### src/rtl/nsc_pkg.sv
// shared types, constants and character helpers for the nmea sentence checker
`default_nettype none

package nsc_pkg;

    localparam int LINE_CAPACITY = 256;
    localparam int POS_W         = $clog2(LINE_CAPACITY);

    typedef logic [POS_W-1:0] t_pos;

    localparam t_pos POS_LAST    = POS_W'(LINE_CAPACITY - 1);
    localparam t_pos POS_MIN_HDR = POS_W'(7);
    localparam t_pos POS_COMMA   = POS_W'(6);
    localparam t_pos POS_LTR_END = POS_W'(5);

    localparam logic [7:0] CH_PRINT_LO = 8'h20;
    localparam logic [7:0] CH_PRINT_HI = 8'h7E;
    localparam logic [7:0] CH_CR       = 8'h0D;
    localparam logic [7:0] CH_LF       = 8'h0A;
    localparam logic [7:0] CH_DOLLAR   = 8'h24;
    localparam logic [7:0] CH_COMMA    = 8'h2C;
    localparam logic [7:0] CH_STAR     = 8'h2A;

    typedef enum logic [2:0] {
        EV_NONE     = 3'd0,
        EV_NOT_NMEA = 3'd1,
        EV_NMEA_OK  = 3'd2,
        EV_NMEA_BAD = 3'd3,
        EV_OVERFLOW = 3'd4,
        EV_INVALID  = 3'd5
    } t_event;

    typedef enum logic [1:0] {
        HEX_NONE = 2'd0,
        HEX_ONE  = 2'd1,
        HEX_TWO  = 2'd2
    } t_hex_status;

    typedef struct packed {
        logic       valid;
        logic [3:0] value;
    } t_hex_digit;

    typedef struct packed {
        t_event      event_res;
        logic [7:0]  computed_sum;
        logic [7:0]  received_sum;
        logic [7:0]  line_length;
        logic [31:0] byte_count;
        logic [31:0] line_count;
        logic [31:0] nmea_count;
        logic [31:0] overflow_count;
        logic [31:0] invalid_count;
    } t_result;

    function automatic logic is_letter(input logic [7:0] c);
        return ((c >= 8'h41) && (c <= 8'h5A)) || ((c >= 8'h61) && (c <= 8'h7A));
    endfunction

    function automatic t_hex_digit hex_digit(input logic [7:0] c);
        t_hex_digit d;
        d.valid = 1'b1;
        d.value = 4'd0;
        if ((c >= 8'h30) && (c <= 8'h39)) begin
            d.value = 4'(c - 8'h30);
        end else if ((c >= 8'h41) && (c <= 8'h46)) begin
            d.value = 4'(c - 8'h37);
        end else if ((c >= 8'h61) && (c <= 8'h66)) begin
            d.value = 4'(c - 8'h57);
        end else begin
            d.valid = 1'b0;
        end
        return d;
    endfunction

endpackage

`default_nettype wire

### src/rtl/nsc_line_tracker.sv
// per-byte line parser: header check, running xor, hex checksum and counters
`default_nettype none

module nsc_line_tracker
    import nsc_pkg::*;
(
    input  wire logic       i_clk,
    input  wire logic       i_rst_n,
    input  wire logic       i_step,
    input  wire logic [7:0] i_byte,
    output t_result         o_result
);

    t_pos        r_pos, n_pos;
    logic        r_header_good, n_header_good;
    logic [7:0]  r_xor, n_xor;
    logic        r_star, n_star;
    logic [1:0]  r_cas, n_cas;
    logic [7:0]  r_hex, n_hex;
    t_hex_status r_hex_status, n_hex_status;
    logic [31:0] r_bytes, n_bytes;
    logic [31:0] r_lines, n_lines;
    logic [31:0] r_nmea, n_nmea;
    logic [31:0] r_overflows, n_overflows;
    logic [31:0] r_invalid, n_invalid;

    always_comb begin
        logic        printable;
        logic        eol;
        logic        nmea;
        logic        sum_ok;
        logic        length_set;
        t_pos        b_pos;
        logic        b_header_good;
        logic [7:0]  b_xor;
        logic        b_star;
        logic [1:0]  b_cas;
        logic [7:0]  b_hex;
        t_hex_status b_hex_status;
        t_hex_digit  d;
        t_event      ev;
        logic [7:0]  csum;
        logic [7:0]  rsum;
        logic [7:0]  len;

        n_pos         = r_pos;
        n_header_good = r_header_good;
        n_xor         = r_xor;
        n_star        = r_star;
        n_cas         = r_cas;
        n_hex         = r_hex;
        n_hex_status  = r_hex_status;
        n_bytes       = r_bytes + 32'd1;
        n_lines       = r_lines;
        n_nmea        = r_nmea;
        n_overflows   = r_overflows;
        n_invalid     = r_invalid;
        ev            = EV_NONE;
        csum          = 8'd0;
        rsum          = 8'd0;
        length_set    = 1'b0;
        len           = 8'd0;

        printable = (i_byte >= CH_PRINT_LO) && (i_byte <= CH_PRINT_HI);
        eol       = (i_byte == CH_CR) || (i_byte == CH_LF);
        nmea      = r_header_good && (r_pos >= POS_MIN_HDR);
        sum_ok    = !r_star || ((r_cas >= 2'd2) && (r_hex_status != HEX_NONE) &&
                                (r_xor == r_hex));
        d         = hex_digit(i_byte);

        // a dollar sign restarts the line before it is appended
        if (i_byte == CH_DOLLAR) begin
            b_pos         = '0;
            b_header_good = 1'b0;
            b_xor         = 8'd0;
            b_star        = 1'b0;
            b_cas         = 2'd0;
            b_hex         = 8'd0;
            b_hex_status  = HEX_NONE;
        end else begin
            b_pos         = r_pos;
            b_header_good = r_header_good;
            b_xor         = r_xor;
            b_star        = r_star;
            b_cas         = r_cas;
            b_hex         = r_hex;
            b_hex_status  = r_hex_status;
        end

        if (!printable && !eol) begin
            n_invalid = r_invalid + 32'd1;
            ev        = EV_INVALID;
        end else if (eol) begin
            if (r_pos != '0) begin
                n_lines    = r_lines + 32'd1;
                csum       = r_xor;
                rsum       = r_hex;
                len        = 8'(32'(r_pos));
                length_set = 1'b1;
                if (!nmea) begin
                    ev = EV_NOT_NMEA;
                end else begin
                    n_nmea = r_nmea + 32'd1;
                    ev     = sum_ok ? EV_NMEA_OK : EV_NMEA_BAD;
                end
                n_pos         = '0;
                n_header_good = 1'b0;
                n_xor         = 8'd0;
                n_star        = 1'b0;
                n_cas         = 2'd0;
                n_hex         = 8'd0;
                n_hex_status  = HEX_NONE;
            end
        end else if (b_pos < POS_LAST) begin
            n_header_good = b_header_good;
            n_xor         = b_xor;
            n_star        = b_star;
            n_cas         = b_cas;
            n_hex         = b_hex;
            n_hex_status  = b_hex_status;
            if (b_pos == '0) begin
                n_header_good = (i_byte == CH_DOLLAR);
            end else if (b_pos <= POS_LTR_END) begin
                n_header_good = b_header_good && is_letter(i_byte);
            end else if (b_pos == POS_COMMA) begin
                n_header_good = b_header_good && (i_byte == CH_COMMA);
            end
            if (b_pos != '0) begin
                if (!b_star) begin
                    if (i_byte == CH_STAR) begin
                        n_star = 1'b1;
                    end else begin
                        n_xor = b_xor ^ i_byte;
                    end
                end else begin
                    if (b_cas == 2'd0) begin
                        if (d.valid) begin
                            n_hex        = {4'd0, d.value};
                            n_hex_status = HEX_ONE;
                        end
                    end else if ((b_cas == 2'd1) && (b_hex_status == HEX_ONE) && d.valid) begin
                        n_hex        = {b_hex[3:0], d.value};
                        n_hex_status = HEX_TWO;
                    end
                    if (b_cas != 2'd3) begin
                        n_cas = b_cas + 2'd1;
                    end
                end
            end
            n_pos = b_pos + POS_W'(1);
        end else begin
            n_overflows   = r_overflows + 32'd1;
            ev            = EV_OVERFLOW;
            n_pos         = '0;
            n_header_good = 1'b0;
            n_xor         = 8'd0;
            n_star        = 1'b0;
            n_cas         = 2'd0;
            n_hex         = 8'd0;
            n_hex_status  = HEX_NONE;
        end

        if (!length_set) begin
            len = 8'(32'(n_pos));
        end

        o_result.event_res      = ev;
        o_result.computed_sum   = csum;
        o_result.received_sum   = rsum;
        o_result.line_length    = len;
        o_result.byte_count     = n_bytes;
        o_result.line_count     = n_lines;
        o_result.nmea_count     = n_nmea;
        o_result.overflow_count = n_overflows;
        o_result.invalid_count  = n_invalid;
    end

    always_ff @(posedge i_clk) begin
        if (!i_rst_n) begin
            r_pos         <= '0;
            r_header_good <= 1'b0;
            r_xor         <= 8'd0;
            r_star        <= 1'b0;
            r_cas         <= 2'd0;
            r_hex         <= 8'd0;
            r_hex_status  <= HEX_NONE;
            r_bytes       <= 32'd0;
            r_lines       <= 32'd0;
            r_nmea        <= 32'd0;
            r_overflows   <= 32'd0;
            r_invalid     <= 32'd0;
        end else if (i_step) begin
            r_pos         <= n_pos;
            r_header_good <= n_header_good;
            r_xor         <= n_xor;
            r_star        <= n_star;
            r_cas         <= n_cas;
            r_hex         <= n_hex;
            r_hex_status  <= n_hex_status;
            r_bytes       <= n_bytes;
            r_lines       <= n_lines;
            r_nmea        <= n_nmea;
            r_overflows   <= n_overflows;
            r_invalid     <= n_invalid;
        end
    end

endmodule

`default_nettype wire

### src/rtl/nmea_sentence_checker_unit.sv
// nmea sentence checker: each input transaction is registered, parsed and registered again as a result
// throughput one byte per cycle unless downstream stalls, input register feeds line tracker feeds result register
// the input register refills in the same cycle its byte moves on, so stall only
// rises while a result is held back by downstream stall
// synchronous active-low reset clears both valid flags, line state and all counters
`default_nettype none

module nmea_sentence_checker_unit
    import nsc_pkg::*;
(
    input  wire logic        i_clk,
    input  wire logic        i_rst_n,
    input  wire logic        i_valid,
    output logic             o_stall,
    input  wire logic [7:0]  i_rx_byte,
    output logic             o_valid,
    input  wire logic        i_stall,
    output logic [2:0]       o_event_res,
    output logic [7:0]       o_computed_sum,
    output logic [7:0]       o_received_sum,
    output logic [7:0]       o_line_length,
    output logic [31:0]      o_byte_count,
    output logic [31:0]      o_line_count,
    output logic [31:0]      o_nmea_count,
    output logic [31:0]      o_overflow_count,
    output logic [31:0]      o_invalid_count
);

    logic       r_in_valid;
    logic [7:0] r_in_byte;
    logic       r_out_valid;
    t_result    r_res;
    t_result    n_res;
    logic       out_ready;
    logic       in_accept;
    logic       step;

    assign out_ready = !r_out_valid || !i_stall;
    assign step      = r_in_valid && out_ready;
    assign o_stall   = r_in_valid && !out_ready;
    assign in_accept = i_valid && !o_stall;

    nsc_line_tracker u_tracker (
        .i_clk    (i_clk),
        .i_rst_n  (i_rst_n),
        .i_step   (step),
        .i_byte   (r_in_byte),
        .o_result (n_res)
    );

    always_ff @(posedge i_clk) begin
        if (!i_rst_n) begin
            r_in_valid  <= 1'b0;
            r_out_valid <= 1'b0;
        end else begin
            if (in_accept) begin
                r_in_valid <= 1'b1;
            end else if (step) begin
                r_in_valid <= 1'b0;
            end
            if (step) begin
                r_out_valid <= 1'b1;
            end else if (!i_stall) begin
                r_out_valid <= 1'b0;
            end
        end
    end

    always_ff @(posedge i_clk) begin
        if (in_accept) begin
            r_in_byte <= i_rx_byte;
        end
        if (step) begin
            r_res <= n_res;
        end
    end

    assign o_valid          = r_out_valid;
    assign o_event_res      = r_res.event_res;
    assign o_computed_sum   = r_res.computed_sum;
    assign o_received_sum   = r_res.received_sum;
    assign o_line_length    = r_res.line_length;
    assign o_byte_count     = r_res.byte_count;
    assign o_line_count     = r_res.line_count;
    assign o_nmea_count     = r_res.nmea_count;
    assign o_overflow_count = r_res.overflow_count;
    assign o_invalid_count  = r_res.invalid_count;

endmodule

`default_nettype wire

### config.mk
export PLATFORM = sky130hd
export DESIGN_NAME = nmea_sentence_checker_unit
export DESIGN_NICKNAME = d
export VERILOG_FILES = /design/src/rtl/nsc_pkg.sv /design/src/rtl/nsc_line_tracker.sv /design/src/rtl/nmea_sentence_checker_unit.sv
export SDC_FILE = /design/constraint.sdc
export NUM_CORES = 1
export LEC_CHECK = 0
export BUFFER_PORTS_ARGS = -buffer_cell sky130_fd_sc_hd__buf_2
export CORE_ASPECT_RATIO = 0.9
export CORE_MARGIN = 2
export CORE_UTILIZATION = 55
export DETAILED_ROUTE_END_ITERATION = 7
export GPL_TIMING_DRIVEN = 0
export PLACE_DENSITY = 0.82
export SYNTH_ARGS = -nofsm -noshare
export SYNTH_HDL_FRONTEND = slang
export SYNTH_HIERARCHICAL = 1
export SYNTH_SLANG_ARGS = --single-unit
### constraint.sdc
create_clock -name i_clk -period 18.4 [get_ports i_clk]
set_clock_uncertainty 0.05 [all_clocks]
set_input_delay 0.92 -clock i_clk [delete_from_list [all_inputs] [get_ports i_clk]]
set_output_delay 0.92 -clock i_clk [all_outputs]
set_load 0.03 [all_outputs]
After elaboration in Yosys (flattened, before gate mapping). Cells that the tools add are included.

Register bits: 387. Bits in latches: 0. Memory bits (writable): 0. Memory bits (read-only): 0. Input port bits: 12. Output and inout port bits: 189. Logic and storage cells: 181. Memories kept: 0.

Add/sub/neg operators: 10. $mul: 0. Div/mod/pow operators: 0. $lt $le $gt $ge: 14. Equality and inequality tests: 12. Shifts and indexed selects: 0. Muxes and demuxes: 81. Bitwise logic cells: 4. Reductions and logical operators: 36.

Operators with widths (number): two-way mux 32 bit (11); two-way mux 8 bit (24); adder 32 x 1 -> 32 bit (second input constant) (5); <= comparator 8 x 7 -> 1 bit (second input constant) (5); two-way mux 2 bit (15); == test 8 x 6 -> 1 bit (second input constant) (3); two-way mux 1 bit (24); logical AND 1 bit (17); == test 8 x 4 -> 1 bit (second input constant) (2); >= comparator 8 x 6 -> 1 bit (second input constant) (2); >= comparator 8 x 7 -> 1 bit (second input constant) (2); nonzero test 8 bit (2); two-way mux 3 bit (4); two-way mux 4 bit (3); adder 8 x 1 -> 8 bit (second input constant) (1); == test 8 x 3 -> 1 bit (second input constant) (1); == test 8 bit (1); >= comparator 8 x 3 -> 1 bit (second input constant) (1); <= comparator 8 x 3 -> 1 bit (second input constant) (1); <= comparator 8 x 6 -> 1 bit (second input constant) (1); logical NOT 8 bit (1); < comparator 8 bit (second input constant) (1); subtractor 4 x 3 -> 4 bit (second input constant) (2); XOR 8 bit (1); other kinds (13) (27).

Depth between registers and ports, before layout. Gate-level depths: netlist (run 1).

Depth in word-level cells: 12. Depth in mapped cells: 15. Gate-level depth less buffers: 13.

By module. The synthesis (run 1) kept the hierarchy.

Modules (own cells, without submodules): nsc_line_tracker (times used 1, cells an instance 1552, area an instance 12524.5 um2, seq. area each 3803.6 um2); nmea_sentence_checker_unit (times used 1, cells an instance 203, area an instance 5939.4 um2, seq. area each 5895.7 um2).

Least setup slack after synthesis (run 1). Ideal clock, no wire load.

Path kind: input-to-reg. Start: in i_stall. End: reg u_tracker.r_nmea[28]. Library setup time: 0.115 ns. Arrival time: 16.291 ns. Required time: 18.235 ns. Slack: 1.944 ns. Stages on the path: 9. Buffers on the path: 3. Cell sequence: a21boi_0 clkbuf_1 inv_1 clkbuf_1 nor3_1 clkbuf_1 nand4_1 xnor2_1 and2_1.

Longest elaborated chain between the ends: 3.

RTL lines: start: declaration (RTL line nmea_sentence_checker_unit.sv:17) `input wire logic i_stall,`; logical NOT 1 bit; logical OR 1 bit (RTL line nmea_sentence_checker_unit.sv:38) `assign out_ready = !r_out_valid || !i_stall;`; logical AND 1 bit (RTL line nmea_sentence_checker_unit.sv:39) `assign step = r_in_valid && out_ready;`; end signal: assignment (RTL line nsc_line_tracker.sv:202) `r_nmea <= n_nmea;`; end: declaration (RTL line nsc_line_tracker.sv:23) `logic [31:0] r_nmea, n_nmea;`.

No other way between the ends. A chain may end at the register's enable or synchronous reset.

Worst setup path in the final report (run 1).
Start: in i_stall. End: reg u_tracker.r_nmea[28].

Longest elaborated chain between the ends: 3.

RTL lines: logical NOT 1 bit; logical OR 1 bit (RTL line nmea_sentence_checker_unit.sv:38); logical AND 1 bit (RTL line nmea_sentence_checker_unit.sv:39); named net step (RTL line nmea_sentence_checker_unit.sv:36) `logic step;`.

The timed path passes the listed nets, and every way through them passes these cells.

==> results.json, run 1 <==
{
  "switching_share_pct": 22.8,
  "timing_worst_setup_path_type": "input port to flip-flop",
  "die_w_um": 197,
  "antenna_left": 0,
  "cp-end-kind": "flip-flop",
  "grt_pass1_wl_um": 72100,
  "crit_path_frequent_cell": "clkbuf_1",
  "ys_seq_area_share_pct": 52.5,
  "ys_ff_latch": 387,
  "timing.slew.headroom_pct": 32.0,
  "hold_class": "flip-flop to flip-flop",
  "core-area_mm2": 0.0330,
  "postLayoutSetupSlackWorst_ns": 13.81,
  "fp-row-count": 63,
  "fin_setup_tns_ns": 0,
  "postCtsSetupBuffers": 0,
  "combPwrFrac_pct": 6.2,
  "post-route-period-util_pct": 25.0,
  "cts_buffers": 40,
  "cts_buffer_depth": 3,
  "clk_latency_ns": 0.53,
  "cts-resized-gates": 0,
  "critPathLaunchType": "input port",
  "dp_hpwl_um": 32300,
  "async_reset_ff_share_pct": 0,
  "p_leak_uw": 0.00809,
  "portBuffers": 200,
  "cts_tree": "yes",
  "finalSetupViolations": 0,
  "initial_core_util_pct": 55.9,
  "power.share.clock_pct": 44.8,
  "grt_busiest_layer": "met2",
  "pre_cts_slack_ns": 13.37,
  "power_uw": 1910,
  "grt_util_met1_pct": 36.7,
  "status": "complete, no violations",
  "hold_viol": 0,
  "fmax_ghz": 0.218,
  "path_max_fanout": 27,
  "fin_crit_ns": 4.59,
  "p_seq_share_pct": 49.0,
  "synth-edff-count": 195,
  "grt_max_degree": 35,
  "cp.buffers_inverters": 7,
  "fp.dieH_um": 178,
  "clkSinkCount": 387,
  "synthCells": 1755,
  "grt_setup_unrepaired": "no",
  "synth.cell_area_mm2": 0.0185,
  "cp_slowest_cell": "a21boi_4",
  "tightestPinTransition_ns": 1.01,
  "cts_htree_levels": 2,
  "avgSynthCellArea_um2": 10.5,
  "cts_root_buffer": "clkbuf_16",
  "crit_chain": "buf_2, a21boi_4, buf_12, buf_12, clkbuf_1, inv_1, clkbuf_1, nor3_1, clkbuf_1, nand4_1, xnor2_1, and2_1",
  "place_inst": 2383,
  "dr.first_iter.drc_count": 1175,
  "peakVddDrop_v": 0.0000749,
  "via_per_inst": 5.79,
  "p_int_uw": 1480,
  "critPathTopFamily": "buffers and inverters",
  "gr-total-overflow": 0,
  "vias": 14200,
  "wl_per_cell_um": 18.9,
  "stdcell_count": 2457,
  "switching_power_uw": 435,
  "drtPass1Iterations": 5,
  "drc": 0,
  "area_delta_synth_final_pct": 16.6,
  "cts.clk_slew.worst_paths_ns": 0.06,
  "antennaDiodeCount": 0,
  "use_met2_pct": 41.4,
  "die_area_mm2": 0.0351,
  "routabilityCongestion": 0.935,
  "grtUsageTotal_pct": 26.0,
  "finalMaxSlewViolations": 0,
  "crit_required_ns": 18.77,
  "synth_ff_type": "edfxtp_1",
  "ios": 201,
  "postCtsHoldBufs": 0,
  "final_nets": 2030,
  "yosys_warnings": 6,
  "met3_usage_pct": 3.74,
  "wl_um": 46400,
  "arrival_ns": 4.97,
  "yosysUniqueCellTypes": 81,
  "drive_gt1_share_pct": 17.2,
  "cellPowerDensity_mw_per_mm2": 88.8,
  "critPathMaxStageDelay_ns": 0.61,
  "syn-num-nets": 1782,
  "grt_pass1_vias": 13200,
  "antenna_found_initial": 1,
  "max_cap_violations": 0
}
## layer usage
metal	wire (µm)	vias to the layer above	part of all wire, %
met5	0	-	0
met4	1390	0	3.0
met3	3190	94	6.9
met2	21200	590	46
met1	20600	6900	44
li1	-	6652	-
## sequential cells by signal (all words and copies together) (netlist names), 32 cells and up
name / count
u_tracker/r_invalid: 32
o_byte_count: 32
o_overflow_count: 32
u_tracker/r_lines: 32
u_tracker/r_nmea: 32
o_line_count: 32
u_tracker/r_bytes: 32
u_tracker/r_overflows: 32
o_invalid_count: 32
o_nmea_count: 32
## logic make-up after synthesis
logic type	count (synthesis)	share of synthesized area (%)
adder cells (fa/ha/maj)	15	1.02
AO/OA/AOI/OAI	149	5.73
flip-flops	387	52.5
AND/OR/NAND/NOR	777	23.4
multiplexers	8	0.474
buffers and inverters	126	2.91
XOR/XNOR	293	13.9
## power by group through the flow
stage,registers (µW),clock network (µW),logic (µW)
CTS,936,867,118
global route,938,902,124
finish,936,856,118
global placement,971,0,113
floorplan,1010,0,32.8
detailed placement,954,0,118
## placed cells by master (no fill, tap or decap), types with 4 or more instances in the layout
cell and count:
buf_2 235, edfxtp_1 195, dfxtp_1 192, xnor2_1 185, and2_1 149, nand2_1 145, nand3_1 123, xor2_1 108
nor2_1 82, clkbuf_1 69, nand4_1 66, o21ai_0 49, and3_1 44, clkbuf_16 42, nor3_1 40, or3_1 26
nor2b_1 23, and4_1 21, inv_1 21, a21boi_0 21, nor4_1 15, ha_1 15, a21oi_1 11, clkinv_2 9
o21a_1 8, a31oi_1 8, bufinv_16 7, buf_12 6, a22o_1 6, mux2i_1 5, clkinv_1 4, nor4_4 4
nand3_2 4, a32o_1 4, nor3b_1 4, o2bb2ai_1 4
## Yosys cell counts (4+ instances only)
library cell  number  share of area [%]
nor2_1            82                1.7
nand4_1           66                2.2
nand3_2            4               0.22
nor3_1            40                1.1
a32o_1             4               0.22
mux2i_1            5               0.27
and2_1           149                5.0
ha_1              15                1.0
nor4_4             4               0.46
o21ai_0           49                1.3
xnor2_1          185                8.8
a22o_1             6               0.28
xor2_1           108                5.1
or3_1             26               0.88
nand3_1          123                3.3
inv_1             21               0.43
o2bb2ai_1          4               0.19
buf_2             35               0.95
a21oi_1           11               0.30
and3_1            44                1.5
dfxtp_1          192                 21
nor3b_1            4               0.16
nand2_1          145                2.9
o21a_1             8               0.33
nor2b_1           23               0.78
clkbuf_1          62                1.3
and4_1            21                1.0
a31oi_1            8               0.27
nor4_1            15               0.51
edfxtp_1         195                 32
a21boi_0          22               0.89
## final timing paths
kind,slack (ns),cells after the start,startpoint,to
max,13.81,12,i_stall,u_tracker/r_nmea[28]
min,0.42,2,u_tracker/r_xor[7],u_tracker/r_xor[7]
min reg2reg,0.42,2,u_tracker/r_xor[7],u_tracker/r_xor[7]
max reg2reg,13.81,14,r_in_byte[0],u_tracker/r_overflows[4]
## cell type report
type,count,area (µm²)
Fill cell,2500,11500
Sequential cell,387,9700
Multi-Input combinational cell,1242,8240
Timing Repair Buffer,206,1120
Clock buffer,50,1090
Tap cell,422,528
Buffer,105,459
Clock inverter,24,309
Inverter,21,78.8
## worst register-to-register path, stage by stage, from the launching register on
cell      delay (ns)
edfxtp_1        0.49
inv_1           0.20
ha_1            0.28
and3b_1         0.21
nand2_1         0.34
clkbuf_1        0.45
nand2_1         0.29
inv_1           0.17
ha_1            0.24
and4_1          0.34
o211ai_2        0.24
nor3_2          0.65
nand4_1         0.22
xnor2_1         0.16
and2_1          0.16
## through the flow
stage                     area, µm²  util, %  hold WS (ns)
after detailed placement      20100     60.9         0.402
final                         21500     65.2         0.417
after global placement        20000     60.5         0.401
after CTS                     21500     65.2         0.419
after floorplan               18500        -         0.380
after global routing          21500     65.2         0.458
Note: power is estimated with default switching activity, not from simulation.
==> run 2, diff against run 1 <==
--- a/config.mk
+++ b/config.mk
@@ -8,10 +8,10 @@
 export BUFFER_PORTS_ARGS = -buffer_cell sky130_fd_sc_hd__buf_2
 export CORE_ASPECT_RATIO = 0.9
 export CORE_MARGIN = 2
-export CORE_UTILIZATION = 55
+export CORE_UTILIZATION = 53
 export DETAILED_ROUTE_END_ITERATION = 7
 export GPL_TIMING_DRIVEN = 0
-export PLACE_DENSITY = 0.82
+export PLACE_DENSITY = 0.83
 export SYNTH_ARGS = -nofsm -noshare
 export SYNTH_HDL_FRONTEND = slang
 export SYNTH_HIERARCHICAL = 1
==> constraint.sdc (replaced) <==
create_clock -name i_clk -period 4 [get_ports i_clk]
set_clock_uncertainty 0.05 [all_clocks]
set_input_delay 0.2 -clock i_clk [delete_from_list [all_inputs] [get_ports i_clk]]
set_output_delay 0.2 -clock i_clk [all_outputs]
set_load 0.03 [all_outputs]
==> run 2 against run 1 <==
- sequential share of layout area decreased by 0.67 points
- cell count increased by 2.4%
- critical endpoint is now u_tracker/r_overflows[31]
- critical path depth rose by 2
- largest power group unchanged
- clock power grew to 4.4 times the previous value
- register-to-register slack lost 14 ns
- flip-flop and latch count did not move
- count of clock-buffer cells in the layout increased by 9
- combinational power rose to 4.8 times the previous value
- non-clock buffer count up 18
- die area rose by 3.7%
- worst hold slack worse by 0.25 ns
==> results.json, run 2 (same netlist as run 1, synthesis figures left out) <==
{
  "cts_buffer_depth": 3,
  "routed.top_layer": "met4",
  "gr-total-overflow": 0,
  "drc": 0,
  "clk_latency_ns": 0.54,
  "timing_worst_setup_path_type": "flip-flop to flip-flop",
  "grtUsageTotal_pct": 25.0,
  "nFillCells": 2695,
  "status": "complete, no violations",
  "finalMaxSlewViolations": 0,
  "routabilityCongestion": 0.930,
  "vias": 14200,
  "regArea_mm2": 0.00970,
  "hold_viol": 0,
  "cts_buffers": 40,
  "wl_um": 46000,
  "dp_hpwl_um": 32200,
  "cts_root_buffer": "clkbuf_16",
  "path_max_fanout": 10,
  "cp-end-kind": "flip-flop",
  "tightestPinTransition_ns": 1.02,
  "drtPass1Iterations": 5,
  "met2_length_um": 21000,
  "final_common_cell": "buf_2",
  "whs_ns": 0.168,
  "antennaDiodeCount": 0,
  "grt_max_degree": 34,
  "grt_pass1_vias": 13500,
  "met3_length_um": 3420,
  "fp.dieH_um": 181,
  "final_nets": 2048,
  "peakVddDrop_v": 0.000312,
  "dr.first_iter.drc_count": 1097,
  "die_area_mm2": 0.0363,
  "portBuffers": 200,
  "grt_pass1_wl_um": 72800,
  "max_cap_violations": 0,
  "ios": 201,
  "critPathLaunchType": "flip-flop",
  "cts.clk_slew.worst_paths_ns": 0.07,
  "multi_input_area_mm2": 0.00834,
  "pre_cts_slack_ns": -0.420,
  "arrival_ns": 4.27,
  "timing.slew.headroom_pct": 31.3,
  "core-area_mm2": 0.0342,
  "via_per_inst": 5.64,
  "cts_tree": "yes",
  "cellPowerDensity_mw_per_mm2": 395,
  "crit_required_ns": 4.41,
  "fp-row-count": 64,
  "postLayoutSetupSlackWorst_ns": 0.140,
  "p_leak_uw": 0.00825,
  "antenna_left": 0,
  "fin_setup_tns_ns": 0,
  "finalSetupViolations": 0,
  "drive_gt1_share_pct": 18.6,
  "cts_htree_levels": 2,
  "layout_common_cells": "buf_2 (234), edfxtp_1 (195), dfxtp_1 (191)",
  "fin_crit_ns": 3.86,
  "initial_core_util_pct": 54.0,
  "area_delta_synth_final_pct": 18.4,
  "die_w_um": 201,
  "antenna_found_initial": 2,
  "post-route-period-util_pct": 96.5,
  "met1_length_um": 20100,
  "hold_class": "input port to flip-flop",
  "fmax_ghz": 0.259,
  "wl_per_cell_um": 18.3,
  "clkSinkCount": 387
}
[run 2: timing repair]
item	4_1_cts	5_1_grt
hold buffers	12	0
endpoints found under the setup margin	57	24
resized for setup	6	2
hold endpoints to repair	10	0
buffers inserted	0	6
[run 2: per-stage QoR]
stage | instances | instance area (µm²) | total power, µW | util [%]
after floorplan | 1755 | 18600 | 4740 | -
after global placement | 2417 | 20200 | 4930 | 59.1
final | 2515 | 21900 | 8640 | 63.9
after detailed placement | 2423 | 20300 | 4930 | 59.4
after CTS | 2509 | 21800 | 8720 | 63.8
after global routing | 2515 | 21900 | 8890 | 63.9
[run 2: power by group]
group / switching, µW / internal [µW] / leakage [µW]
combinational: 413 / 149 / 0.00431
clock: 1540 / 2240 / 0.000643
sequential: 44.0 / 4260 / 0.00329
[run 2: path summary, 6_finish.rpt]
| path | to | cells after the start | slack, ns | startpoint |
|---|---|---|---|---|
| setup / recovery | u_tracker/r_overflows[31] | 14 | 0.14 | r_in_byte[0] |
| hold / removal | o_overflow_count[27] | 3 | 0.17 | i_stall |
| setup reg to reg | u_tracker/r_overflows[31] | 14 | 0.14 | r_in_byte[0] |
| hold reg to reg | u_tracker/r_xor[7] | 2 | 0.42 | u_tracker/r_xor[7] |
[run 2: cell type report]
cell class | count | share of cell area [%]
flip-flops and latches | 387 | 44.4
multi-input cells | 1242 | 38.2
repair buffers | 224 | 5.88
clock buffers | 59 | 5.33
well taps | 462 | 2.64
plain buffers | 105 | 2.38
clock inverters | 15 | 0.841
inverters | 21 | 0.361
[run 2: critical path, stage by stage, from the launching register on]
cell and delay (ns):
edfxtp_1 0.43, inv_1 0.16, ha_1 0.27, and3b_1 0.23, nand2_4 0.15, clkbuf_8 0.20, nand2_1 0.16, inv_1 0.14
ha_1 0.26, and4_2 0.34, o211a_4 0.26, nand3_4 0.14, or4_4 0.56, or3_1 0.32, a21boi_1 0.13
[run 2: per-layer routing]
layer	vias to the layer above	global-route usage, %
met5	-	0
met4	0	9.16
met3	95	4.18
met2	550	39.3
met1	6838	35.0
li1	6691	-
==> run 3, diff against run 2 <==
--- a/config.mk
+++ b/config.mk
@@ -6,6 +6,7 @@
 export NUM_CORES = 1
 export LEC_CHECK = 0
 export BUFFER_PORTS_ARGS = -buffer_cell sky130_fd_sc_hd__buf_2
+export CAP_MARGIN = 25
 export CORE_ASPECT_RATIO = 0.9
 export CORE_MARGIN = 2
 export CORE_UTILIZATION = 53
==> constraint.sdc (replaced) <==
create_clock -name i_clk -period 4 [get_ports i_clk]
set_clock_uncertainty 0.05 [all_clocks]
set_input_delay 0.8 -clock i_clk [delete_from_list [all_inputs] [get_ports i_clk]]
set_output_delay 0.8 -clock i_clk [all_outputs]
set_load 0.03 [all_outputs]
==> run 3 against run 2 <==
- clock power increased by 6.1%
- critical path depth stayed put
- sequential power about the same
- critical path type unchanged
- critical endpoint unchanged
==> results.json, run 3 (same netlist as run 1, synthesis figures left out) <==
{
  "status": "complete, no violations",
  "postCtsHoldBufs": 0,
  "drc": 0,
  "ios": 201,
  "grt_pass1_wl_um": 73400,
  "crit_required_ns": 4.41,
  "finalMaxSlewViolations": 0,
  "path_max_fanout": 10,
  "cts_htree_levels": 2,
  "p_seq_share_pct": 48.5,
  "routabilityCongestion": 0.907,
  "grt_pass1_vias": 13500,
  "grt_max_degree": 34,
  "nFillCells": 2682,
  "die_w_um": 201,
  "fp-row-count": 64,
  "cellPowerDensity_mw_per_mm2": 406,
  "final_common_cell": "buf_2",
  "fin_setup_tns_ns": 0,
  "peakVddDrop_v": 0.000341,
  "timing.slew.headroom_pct": 34.0,
  "cts.clk_slew.worst_paths_ns": 0.06,
  "cts_tree": "yes",
  "power.share.clock_pct": 45.2,
  "via_per_inst": 5.66,
  "max_cap_violations": 0,
  "switching_share_pct": 22.6,
  "combPwrFrac_pct": 6.3,
  "die_area_mm2": 0.0363,
  "whs_ns": 0.400,
  "reg2reg_slack_ns": 0.22,
  "dr.first_iter.drc_count": 1143,
  "finalSetupViolations": 0,
  "tightestPinTransition_ns": 0.981,
  "fp.dieH_um": 181,
  "drive_gt1_share_pct": 19.3,
  "p_int_uw": 6870,
  "drtPass1Iterations": 5,
  "cts_root_buffer": "clkbuf_16",
  "final_util_pct": 63.9,
  "portBuffers": 200,
  "post-route-period-util_pct": 94.6,
  "timing_worst_setup_path_type": "flip-flop to flip-flop",
  "clk_latency_ns": 0.54,
  "arrival_ns": 4.19,
  "cts_buffer_depth": 3,
  "dp_hpwl_um": 32500,
  "fmax_ghz": 0.264,
  "regArea_mm2": 0.00970,
  "initial_core_util_pct": 54.0,
  "wl_per_cell_um": 18.5,
  "final_nets": 2036,
  "area_delta_synth_final_pct": 18.4,
  "clkSinkCount": 387,
  "wl_um": 46300,
  "critPathLaunchType": "flip-flop",
  "final_cell_area_mm2": 0.0219,
  "grtUsageTotal_pct": 25.3,
  "antenna_left": 0,
  "cp-end-kind": "flip-flop",
  "fin_crit_ns": 3.78,
  "vias": 14200,
  "antenna_found_initial": 2,
  "place_area_mm2": 0.0204,
  "core-area_mm2": 0.0342,
  "antennaDiodeCount": 0,
  "cts_buffers": 41,
  "multi_input_area_mm2": 0.00835,
  "hold_class": "input port to flip-flop",
  "power_uw": 8880,
  "switching_power_uw": 2010,
  "hold_viol": 0,
  "layout_common_cells": "buf_2 (234), edfxtp_1 (195), dfxtp_1 (192)",
  "grt_setup_unrepaired": "no",
  "p_leak_uw": 0.00827,
  "gr-total-overflow": 0
}
[run 3: final cells by class]
class / count / area share (%)
well taps: 462 / 2.65
inverters: 21 / 0.361
repair buffers: 212 / 5.50
flip-flops and latches: 387 / 44.4
clock inverters: 18 / 1.14
plain buffers: 104 / 2.34
multi-input cells: 1242 / 38.2
clock buffers: 57 / 5.43
[run 3: timing repair]
action                                  in CTS  in global routing
cloned                                       0                  0
endpoints found under the setup margin      59                 36
buffers inserted                             0                  5
gates resized for setup                      6                  5
pin swaps                                    0                  0
[run 3: path summary, 6_finish.rpt]
path                      start                   endpoint  cells after the start
min                i_rx_byte[0]               r_in_byte[0]                      1
max                r_in_byte[1]  u_tracker/r_overflows[31]                     14
max reg2reg        r_in_byte[1]  u_tracker/r_overflows[31]                     14
min reg2reg  u_tracker/r_xor[7]         u_tracker/r_xor[7]                      2
[run 3: critical path: stages, from the launching register on]
cell	delay [ns]
edfxtp_1	0.48
inv_1	0.15
ha_1	0.24
and3b_1	0.23
nand2_4	0.15
buf_4	0.22
nand2_1	0.14
inv_1	0.12
ha_2	0.24
and4_2	0.32
o211a_4	0.24
nand3_4	0.13
or4_4	0.57
or3_1	0.32
a21boi_1	0.12
[run 3: per-layer routing]
| metal | routed length [µm] | GRT usage, % |
|---|---|---|
| met1 | 20100 | 34.2 |
| met2 | 21600 | 41.8 |
| met3 | 3400 | 4.08 |
| met4 | 1270 | 8.03 |
| met5 | 0 | 0 |
[run 3: per-stage QoR]
stage | setup WS (ns) | instances
floorplan | -1.61 | 1755
global placement | -3.97 | 2417
detailed placement | -0.673 | 2424
CTS | 0.0524 | 2499
global route | 0.0135 | 2503
finish | 0.217 | 2503
[run 3: power by group through the flow]
stage	Combinational, µW	Clock (µW)	Sequential (µW)
finish	561	4010	4310
global route	589	4230	4320
CTS	558	4080	4310
detailed placement	556	0	4390
global placement	526	0	4400
floorplan	158	0	4580
